===== src/rtl/tplme_pkg.sv =====
// ----------------------------------------------------------------------------
// tplme_pkg: shared types and codes for the tree path query block
// Request and result payloads, configuration indexes and shared-unit codes.
// ----------------------------------------------------------------------------
`default_nettype none

package tplme_pkg;

  localparam int NODE_W = 10;
  localparam int LEN_W  = 16;
  localparam int DIST_W = 26;

  typedef struct packed {
    logic [NODE_W-1:0] node_a;
    logic [NODE_W-1:0] node_b;
    logic [LEN_W-1:0]  edge_length;
    logic              last_edge;
  } req_t;

  typedef struct packed {
    logic [DIST_W-1:0] path_result;
    logic              unreachable;
    logic              store_full;
  } res_t;

  // configuration register indexes
  localparam logic CFG_START_NODE = 1'b0;
  localparam logic CFG_END_NODE   = 1'b1;

  // shared arithmetic unit operations
  typedef enum logic [1:0] {
    OP_ADD_SAT = 2'd0,
    OP_MAX     = 2'd1,
    OP_SUB_CLAMP = 2'd2
  } alu_op_t;

endpackage

`default_nettype wire


===== src/rtl/tplme_alu.sv =====
// ----------------------------------------------------------------------------
// tplme_alu: shared arithmetic unit
// Saturating add, maximum, and subtract clamped at zero on distance words.
// ----------------------------------------------------------------------------
`default_nettype none

module tplme_alu (
  input  tplme_pkg::alu_op_t               op,
  input  logic [tplme_pkg::DIST_W-1:0]     a,
  input  logic [tplme_pkg::DIST_W-1:0]     b,
  output logic [tplme_pkg::DIST_W-1:0]     y
);

  logic [tplme_pkg::DIST_W:0] sum;

  // form the wide sum once for the saturating add
  assign sum = {1'b0, a} + {1'b0, b};

  // select the operation
  always_comb begin
    case (op)
      tplme_pkg::OP_ADD_SAT: begin
        y = sum[tplme_pkg::DIST_W] ? {tplme_pkg::DIST_W{1'b1}}
                                   : sum[tplme_pkg::DIST_W-1:0];
      end
      tplme_pkg::OP_MAX: begin
        y = (a > b) ? a : b;
      end
      tplme_pkg::OP_SUB_CLAMP: begin
        y = (a >= b) ? (a - b) : '0;
      end
      default: begin
        y = '0;
      end
    endcase
  end

endmodule

`default_nettype wire


===== config.mk =====
export PLATFORM = sky130hd
export DESIGN_NAME = tplme_alu
export DESIGN_NICKNAME = d
export VERILOG_FILES = /design/src/rtl/tplme_pkg.sv /design/src/rtl/tplme_alu.sv
export SDC_FILE = /design/constraint.sdc
export NUM_CORES = 1
export LEC_CHECK = 0
export BUFFER_PORTS_ARGS = -buffer_cell sky130_fd_sc_hd__buf_2
export CORE_MARGIN = 2
export CORE_UTILIZATION = 35
export DETAILED_ROUTE_END_ITERATION = 16
export MAX_ROUTING_LAYER = met4
export PLACE_DENSITY = 0.54
export SLEW_MARGIN = 10
export SYNTH_ARGS = -nofsm -noshare
export SYNTH_HDL_FRONTEND = slang
export SYNTH_SLANG_ARGS = --single-unit

===== constraint.sdc =====
create_clock -name vclk -period 4.5
set_input_delay 0.675 -clock vclk [all_inputs]
set_output_delay 0.675 -clock vclk [all_outputs]
set_load 0.02 [all_outputs]

# Word-level counts from Yosys, hierarchy flattened
# Index checks and enable logic that the tools add are counted.
# word_totals
rom_bits	0
ramBits	0
n_memories	0
latchBits	0
elab_cells	11
register_bits	0
output_inout_bits	26
# classes
shift	0
muxes	4
n_mul	0
n_reduce_logical	1
bitwise_logic	0
eq_ne	2
div	0
n_addsub	2
order_cmp	2
# ops
op	count
$mux W26	3
$pmux W26 S3	1
$add A26 B26 Y27	1
$ge A26 B26 Y1	1
$gt A26 B26 Y1	1
$sub A26 B26 Y26	1
$eq A2 B1 Y1 const B	1
$eq A2 B2 Y1 const B	1
$logic_not A2 Y1	1

# Logic depth before layout (Yosys ltp)
# Gate-level depths: netlist of the first run.
# logic_depth
ltp_word	3
ltp_mapped	13
ltp_nobuf	12

# Worst setup path before layout of the first run
# Ideal clock, no wire load.
# synth_timing
path_kind	input to output
startpoint	in b[9] in the netlist's numbering
endpoint	out y[23] in the netlist's numbering
t_arrival_ns	3.198
path_slack_ns	0.627
t_required_ns	3.825
cell_stages	12
cell_sequence	inv_1 > ha_1 > buf_6 > or3_1 > or3_1 > a21oi_2 > o311ai_1 > and3_4 > o311a_4 > a31oi_1 > a21oi_1 > o22ai_1
# synth_between
elab_chain_cells	3
# synth_rtl
item	line	text
from (decl)	tplme_alu.sv:10	input logic [tplme_pkg::DIST_W-1:0] b,
$sub A26 B26 Y26, or another cell as far along	tplme_alu.sv:30	y = (a >= b) ? (a - b) : '0;
$mux W26 (on tied branches)	tplme_alu.sv:30, tplme_alu.sv:23, tplme_alu.sv:27	
$pmux W26 S3 (*)	tplme_alu.sv:21	case (op)
to (decl)	tplme_alu.sv:11	output logic [tplme_pkg::DIST_W-1:0] y
# Mark *: on every way between the ends. The rest lies on a longest branch, timed or not.

# Final worst setup path of the first run
# layout_timing
startpoint	in a[8] in the netlist's numbering
endpoint	out y[11] in the netlist's numbering
# layout_between
elab_chain_cells	3
# layout_rtl
item	line	text
from (decl)	tplme_alu.sv:9	input logic [tplme_pkg::DIST_W-1:0] a,
$sub A26 B26 Y26, or another cell as far along	tplme_alu.sv:30	
$mux W26 (on tied branches)	tplme_alu.sv:30, tplme_alu.sv:23, tplme_alu.sv:27	
$pmux W26 S3 (*)	tplme_alu.sv:21	
# Marks and branches as above.

==> flow_results.xml, run 1 <==
<?xml version="1.0" encoding="UTF-8"?>
<metrics>
  <group name="global_routing">
    <metric name="track_usage" unit="">0.223</metric>
    <metric name="grt_first_pass_wirelength" unit="um">20900</metric>
    <metric name="pin_count_of_the_biggest_net_entering_global_routing" unit="">23</metric>
    <metric name="antenna_violations_before_repair" unit="">0</metric>
    <metric name="global_route_total_overflow" unit="">0</metric>
    <metric name="grt_pass1_vias" unit="">4334</metric>
  </group>
  <group name="floorplan">
    <metric name="num_rows" unit="">37</metric>
    <metric name="floorplan.initialDensity" unit="">0.359</metric>
    <metric name="design.die.area" unit="sq mm">0.0114</metric>
    <metric name="fp.dieW" unit="um">107</metric>
    <metric name="die_span_y" unit="um">107</metric>
    <metric name="design.portCount" unit="">80</metric>
    <metric name="fp.coreArea" unit="sq mm">0.0103</metric>
  </group>
  <group name="cells_and_area">
    <metric name="nFlopsAndLatches" unit="">0</metric>
    <metric name="num-nets-final" unit="">724</metric>
    <metric name="synthesis_to_layout_area_growth" unit="%">16.1</metric>
    <metric name="nClkBuffers" unit="">0</metric>
    <metric name="drive_above_1_share" unit="">0.205</metric>
    <metric name="regArea" unit="sq um">0</metric>
    <metric name="final.fill_count" unit="">1100</metric>
    <metric name="multi_input_combinational_cell_area" unit="sq mm">0.00334</metric>
    <metric name="n_antenna_cell" unit="">0</metric>
    <metric name="layoutNonFillerInstCount" unit="">750</metric>
  </group>
  <group name="timing">
    <metric name="final_slew_viol_count" unit="">0</metric>
    <metric name="maxClockFrequency" unit="MHz">233</metric>
    <metric name="worst_pin_slew" unit="ns">1.08</metric>
    <metric name="post-route-min-period" unit="ns">4.30</metric>
    <metric name="grt_setup_unrepaired" unit="">no</metric>
    <metric name="slew-limit-headroom" unit="">0.280</metric>
    <metric name="timing.final.setup_violations" unit="">0</metric>
    <metric name="fin_crit_sh" unit="">0.955</metric>
    <metric name="number_of_endpoints_with_negative_hold_slack_in_the_final_report" unit="">0</metric>
    <metric name="setup_tns" unit="ns">0</metric>
  </group>
  <group name="synth">
    <metric name="syn_avg_cell_area" unit="sq um">6.77</metric>
    <metric name="synthCells" unit="">547</metric>
    <metric name="yosys_warnings" unit="">0</metric>
    <metric name="synth_cell_type_count" unit="">65</metric>
    <metric name="synth.net_count" unit="">655</metric>
    <metric name="synth_sequential_area_ratio" unit="">0</metric>
    <metric name="syn_area" unit="sq mm">0.00370</metric>
  </group>
  <group name="flow_run">
    <metric name="maxCapViolCount" unit="">0</metric>
  </group>
  <group name="drt">
    <metric name="routed_wl" unit="um">12400</metric>
    <metric name="ant_nets" unit="">0</metric>
    <metric name="initial_drt_markers" unit="">235</metric>
    <metric name="detailroute.via_count" unit="">4424</metric>
    <metric name="route.detailed.drc" unit="">0</metric>
    <metric name="viasPerCell" unit="">5.90</metric>
    <metric name="firstDrtPassIters" unit="">5</metric>
    <metric name="routed_wire_length_per_instance" unit="um">16.6</metric>
  </group>
  <group name="power_and_ir_drop">
    <metric name="totalPowerFinal" unit="uW">657</metric>
    <metric name="power.density" unit="mW/mm^2">153</metric>
    <metric name="leakage_power_of_the_design" unit="uW">0.00213</metric>
    <metric name="power.ir.vdd_worst" unit="uV">71.0</metric>
  </group>
  <group name="clocking">
    <metric name="postCtsHoldBufs" unit="">0</metric>
  </group>
  <group name="critical_path">
    <metric name="worst_path_max_delay_cell" unit="">ha_1</metric>
    <metric name="timing_worst_setup_path_type" unit="">primary input to primary output</metric>
    <metric name="timing.critical_path.fanout_max" unit="">12</metric>
    <metric name="cp_cell_sequence" unit="">buf_2 -&gt; ha_1 -&gt; or3_1 -&gt; or3_1 -&gt; a21oi_2 -&gt; o311ai_1 -&gt; and3_4 -&gt; o311a_4 -&gt; nor2_8 -&gt; buf_12 -&gt; a221o_1 -&gt; buf_2</metric>
    <metric name="critPathLaunchType" unit="">primary input</metric>
    <metric name="cp-end-kind" unit="">primary output</metric>
    <metric name="critical_path_arrival" unit="ns">3.62</metric>
    <metric name="crit_path_max_incr_delay" unit="ns">0.42</metric>
    <metric name="worstPathRequired" unit="ns">3.83</metric>
  </group>
  <group name="placement">
    <metric name="gpl.final_weighted_congestion" unit="">0.919</metric>
    <metric name="place_hpwl" unit="um">10000</metric>
    <metric name="placement.io_buffers" unit="">80</metric>
    <metric name="placed_cells_incl_taps" unit="">749</metric>
  </group>
  <group name="outcome">
    <metric name="status" unit="">completed</metric>
  </group>
  <group name="hold_path">
    <metric name="min-delay-path-class" unit="">primary input to primary output</metric>
  </group>
</metrics>
==> worst max-delay path: cells and delay by family <==
kind	cells	cell delay, ns
AOI/OAI and AO/OA	4	0.84
and+or+nand+nor	4	1.21
adders and majority gates	1	0.42
buffers and inverters	3	0.46
==> layer usage <==
metal / global-route usage / vias up / part of all wire
met2: 0.378 / 169 / 0.46
met1: 0.308 / 2083 / 0.47
met4: 0.0223 / 0 / 0.0071
li1: - / 2166 / -
met3: 0.00790 / 6 / 0.062
met5: - / - / 0
==> per-stage QoR <==
step           hold slack [ns]  utilization  setup slack [ns]  cell area [sq um]
5_1_grt                   1.84        0.417            0.0144               4300
2_1_floorplan             1.59            -             0.627               3700
6_report                  1.78        0.417             0.202               4300
3_3_place_gp              1.77        0.415             0.204               4280
4_1_cts                   1.79        0.415             0.165               4280
3_5_place_dp              1.79        0.415             0.184               4280
==> path summary, 6_finish.rpt <==
path / startpoint / end / slack, ns / depth (start not counted)
min: b[0] / y[0] / 1.78 / 4
max: a[8] / y[11] / 0.20 / 12
==> final cells by class <==
cell class / instances / area share
multi-input combinational: 461 / 0.778
timing repair buffer: 102 / 0.138
inverter: 51 / 0.0445
tap: 136 / 0.0396
==> cell families (layout without fill, tap and decap cells) <==
kind of cell,Yosys count,count (layout),synth area share
adder cells (fa/ha/maj),54,54,0.186
XOR/XNOR,6,6,0.0142
buffers and inverters,86,153,0.101
AO/OA/AOI/OAI,221,221,0.422
AND/OR/NAND/NOR,155,155,0.207
multiplexers,25,25,0.0696
==> cells in the final DEF, fill, tap and decap left out, types with 11 or more instances in the layout <==
| cell type | count |
|---|---|
| a211o_1 | 17 |
| a21o_1 | 15 |
| a21oi_1 | 49 |
| a22oi_1 | 11 |
| buf_2 | 80 |
| buf_4 | 19 |
| ha_1 | 52 |
| inv_1 | 51 |
| mux2i_1 | 19 |
| nand2_1 | 29 |
| nand2b_1 | 15 |
| nor2_1 | 53 |
| nor3_1 | 11 |
| o21ai_0 | 19 |
| o22ai_1 | 30 |
==> power by group <==
group / leakage, uW / switching (uW) / internal [uW]
logic: 0.00213 / 392 / 265
clock network: 0 / 0 / 0
registers: 0 / 0 / 0
total: 0.00213 / 392 / 265
==> what timing repair did <==
action | in CTS | in global routing
setup buffers | 0 | 1
endpoints found under the setup margin | 0 | 8
gates resized for setup | 0 | 3
==> synthesized netlist by cell type (4+ instances only) <==
master | count | area share
nor2_1 | 53 | 0.054
ha_1 | 52 | 0.18
inv_1 | 51 | 0.052
a21oi_1 | 49 | 0.066
o22ai_1 | 30 | 0.051
nand2_1 | 29 | 0.029
clkbuf_1 | 21 | 0.021
o21ai_0 | 20 | 0.027
mux2i_1 | 19 | 0.051
a211o_1 | 17 | 0.040
a21o_1 | 15 | 0.030
nand2b_1 | 15 | 0.025
a22oi_1 | 11 | 0.022
nor3_1 | 11 | 0.015
nand3_1 | 10 | 0.014
o21ai_1 | 9 | 0.012
o21bai_1 | 9 | 0.018
buf_2 | 8 | 0.011
nor2b_1 | 8 | 0.014
a211oi_1 | 7 | 0.014
a221oi_1 | 7 | 0.017
or3_1 | 7 | 0.012
mux2_2 | 6 | 0.018
xnor2_1 | 6 | 0.014
buf_6 | 5 | 0.015
o211ai_1 | 5 | 0.010
a31oi_1 | 4 | 0.0068
nand4_1 | 4 | 0.0068
nor4_1 | 4 | 0.0068
o21a_1 | 4 | 0.0081
or2_2 | 4 | 0.0068
Power figures use the tool's default switching activity.
==> run 2: changes to the inputs <==
- REMOVE_ABC_BUFFERS: unset -> 1
- TNS_END_PERCENT: unset -> 5
==> run 2 against run 1 <==
Against the previous run: routed wire length increased by 2.9%; combinational power grew 0.6%; cell count is 0.53% higher; worst setup slack worse by 0.084 ns; total power increased by 0.64%; critical path depth increased by 2; sequential cell count unchanged; global-route usage shrank 0.30 points; core utilization is 0.13 points higher; maximum frequency shrank 1.9%; via count up 0.57%; design area up 0.32%; highest routed layer unchanged.
==> flow_results.xml, run 2 (synthesized netlist as in run 1, its figures left out) <==
<?xml version="1.0" encoding="UTF-8"?>
<metrics>
  <group name="floorplan">
    <metric name="fp.coreArea" unit="sq mm">0.0103</metric>
    <metric name="design.portCount" unit="">80</metric>
    <metric name="floorplan.initialDensity" unit="">0.359</metric>
    <metric name="num_rows" unit="">37</metric>
    <metric name="die_span_y" unit="um">107</metric>
    <metric name="design.die.area" unit="sq mm">0.0114</metric>
    <metric name="fp.dieW" unit="um">107</metric>
  </group>
  <group name="power_and_ir_drop">
    <metric name="comb_power_share" unit="">1.000</metric>
    <metric name="power.share.switching" unit="">0.598</metric>
    <metric name="power.density" unit="mW/mm^2">153</metric>
    <metric name="power.ir.vdd_worst" unit="uV">55.7</metric>
    <metric name="internal_power_component" unit="uW">266</metric>
    <metric name="power.switching" unit="uW">395</metric>
    <metric name="p_seq_frac" unit="">0</metric>
    <metric name="leakage_power_of_the_design" unit="uW">0.00214</metric>
    <metric name="totalPowerFinal" unit="uW">661</metric>
    <metric name="clkPwrFrac" unit="">0</metric>
  </group>
  <group name="hold_path">
    <metric name="min-delay-path-class" unit="">primary input to primary output</metric>
    <metric name="hold_path_startpoint" unit="">b[0]</metric>
  </group>
  <group name="timing">
    <metric name="setup_tns" unit="ns">0</metric>
    <metric name="worst_pin_slew" unit="ns">1.05</metric>
    <metric name="number_of_endpoints_with_negative_hold_slack_in_the_final_report" unit="">0</metric>
    <metric name="fin_crit_sh" unit="">0.974</metric>
    <metric name="post-route-min-period" unit="ns">4.38</metric>
    <metric name="timing.final.setup_violations" unit="">0</metric>
    <metric name="slew-limit-headroom" unit="">0.299</metric>
    <metric name="final_slew_viol_count" unit="">0</metric>
    <metric name="maxClockFrequency" unit="MHz">228</metric>
    <metric name="grt_setup_unrepaired" unit="">yes</metric>
  </group>
  <group name="drt">
    <metric name="initial_drt_markers" unit="">324</metric>
    <metric name="ant_nets" unit="">0</metric>
    <metric name="routed_wire_length_per_instance" unit="um">17.0</metric>
    <metric name="firstDrtPassIters" unit="">6</metric>
    <metric name="detailroute.via_count" unit="">4449</metric>
    <metric name="route.detailed.drc" unit="">0</metric>
    <metric name="routed_wl" unit="um">12800</metric>
    <metric name="viasPerCell" unit="">5.90</metric>
  </group>
  <group name="critical_path">
    <metric name="cp_top_family" unit="">compound AO/OA/AOI/OAI gates</metric>
    <metric name="timing.critical_path.fanout_max" unit="">13</metric>
    <metric name="critPathLaunchType" unit="">primary input</metric>
    <metric name="cp_cell_sequence" unit="">buf_2 -&gt; inv_1 -&gt; ha_1 -&gt; fa_1 -&gt; nor2b_1 -&gt; o31a_1 -&gt; a311oi_2 -&gt; o22ai_2 -&gt; o31ai_4 -&gt; buf_12 -&gt; mux2i_1 -&gt; o22ai_1 -&gt; a211o_1 -&gt; buf_2</metric>
    <metric name="crit_path_start" unit="">a[0]</metric>
    <metric name="critical_path_arrival" unit="ns">3.71</metric>
    <metric name="worstPathRequired" unit="ns">3.83</metric>
    <metric name="cp_num_buf_inv" unit="">4</metric>
    <metric name="worst_path_max_delay_cell" unit="">a311oi_2</metric>
    <metric name="timing_worst_setup_path_type" unit="">primary input to primary output</metric>
    <metric name="cp-end-kind" unit="">primary output</metric>
    <metric name="crit_top_cell" unit="">buf_2</metric>
    <metric name="crit_path_max_incr_delay" unit="ns">0.40</metric>
  </group>
  <group name="placement">
    <metric name="placement.io_buffers" unit="">80</metric>
    <metric name="place_hpwl" unit="um">10100</metric>
    <metric name="gpl.final_weighted_congestion" unit="">0.879</metric>
  </group>
  <group name="global_routing">
    <metric name="grt_first_pass_wirelength" unit="um">20400</metric>
    <metric name="grt_pass1_vias" unit="">4187</metric>
    <metric name="pin_count_of_the_biggest_net_entering_global_routing" unit="">23</metric>
    <metric name="track_usage" unit="">0.220</metric>
    <metric name="antenna_violations_before_repair" unit="">0</metric>
    <metric name="global_route_total_overflow" unit="">0</metric>
  </group>
  <group name="cells_and_area">
    <metric name="nClkBuffers" unit="">0</metric>
    <metric name="regArea" unit="sq um">0</metric>
    <metric name="nFlopsAndLatches" unit="">0</metric>
    <metric name="final.fill_count" unit="">1124</metric>
    <metric name="synthesis_to_layout_area_growth" unit="%">16.4</metric>
    <metric name="most-common-layout-cells" unit="">80 x buf_2, 53 x nor2_1, 52 x ha_1, 51 x inv_1, 49 x a21oi_1</metric>
    <metric name="drive_above_1_share" unit="">0.209</metric>
    <metric name="num-nets-final" unit="">728</metric>
    <metric name="leading_cell_type_in_the_layout_fill_and_taps_excluded" unit="">buf_2</metric>
    <metric name="n_antenna_cell" unit="">0</metric>
    <metric name="final_util" unit="">0.418</metric>
  </group>
  <group name="outcome">
    <metric name="status" unit="">completed</metric>
  </group>
  <group name="flow_run">
    <metric name="maxCapViolCount" unit="">0</metric>
  </group>
</metrics>
## run 2: layout make-up
| class | count | area, sq um | area share |
|---|---|---|---|
| Tap cell | 136 | 170 | 0.0394 |
| Inverter | 51 | 191 | 0.0444 |
| Multi-Input combinational cell | 461 | 3340 | 0.774 |
| Timing Repair Buffer | 106 | 612 | 0.142 |
## run 2: metal layers
layer | track usage | share of wire | vias up
li1 | - | - | 2182
met1 | 0.298 | 0.46 | 2082
met2 | 0.381 | 0.48 | 177
met3 | 0.00912 | 0.057 | 8
met4 | 0.0176 | 0.0077 | 0
met5 | - | 0 | -
## run 2: final timing paths
kind | slack, ns | endpoint | cells past startpoint
worst min-delay path | 1.78 | y[0] | 4
worst max-delay path | 0.12 | y[18] | 14
## run 2: worst min-delay path: stages
cell and delay, ns:
buf_2 0.10, a21oi_1 0.07, o21ai_2 0.10, buf_2 0.15
## run 2: power by group through the flow
stage | sequential [uW] | clock, uW | combinational (uW)
3_3_place_gp | 0 | 0 | 645
6_report | 0 | 0 | 661
5_1_grt | 0 | 0 | 722
2_1_floorplan | 0 | 0 | 444
3_5_place_dp | 0 | 0 | 649
4_1_cts | 0 | 0 | 652
## run 2: stage by stage
| step | hold slack [ns] | cell area (sq um) | std cells | setup slack, ns |
|---|---|---|---|---|
| 2_1_floorplan | 1.51 | 3520 | 512 | -0.606 |
| 3_3_place_gp | 1.76 | 4290 | 752 | 0.110 |
| 3_5_place_dp | 1.78 | 4290 | 752 | 0.0788 |
| 4_1_cts | 1.78 | 4290 | 752 | 0.0781 |
| 5_1_grt | 1.81 | 4310 | 754 | -0.0326 |
| 6_report | 1.78 | 4310 | 754 | 0.119 |
## run 2: timing repair
action	4_1_cts	5_1_grt
endpoints found under the hold margin	0	0
setup buffers	0	2
hold buffers	0	0
gates resized for setup	0	2
endpoints found under the setup margin	0	18
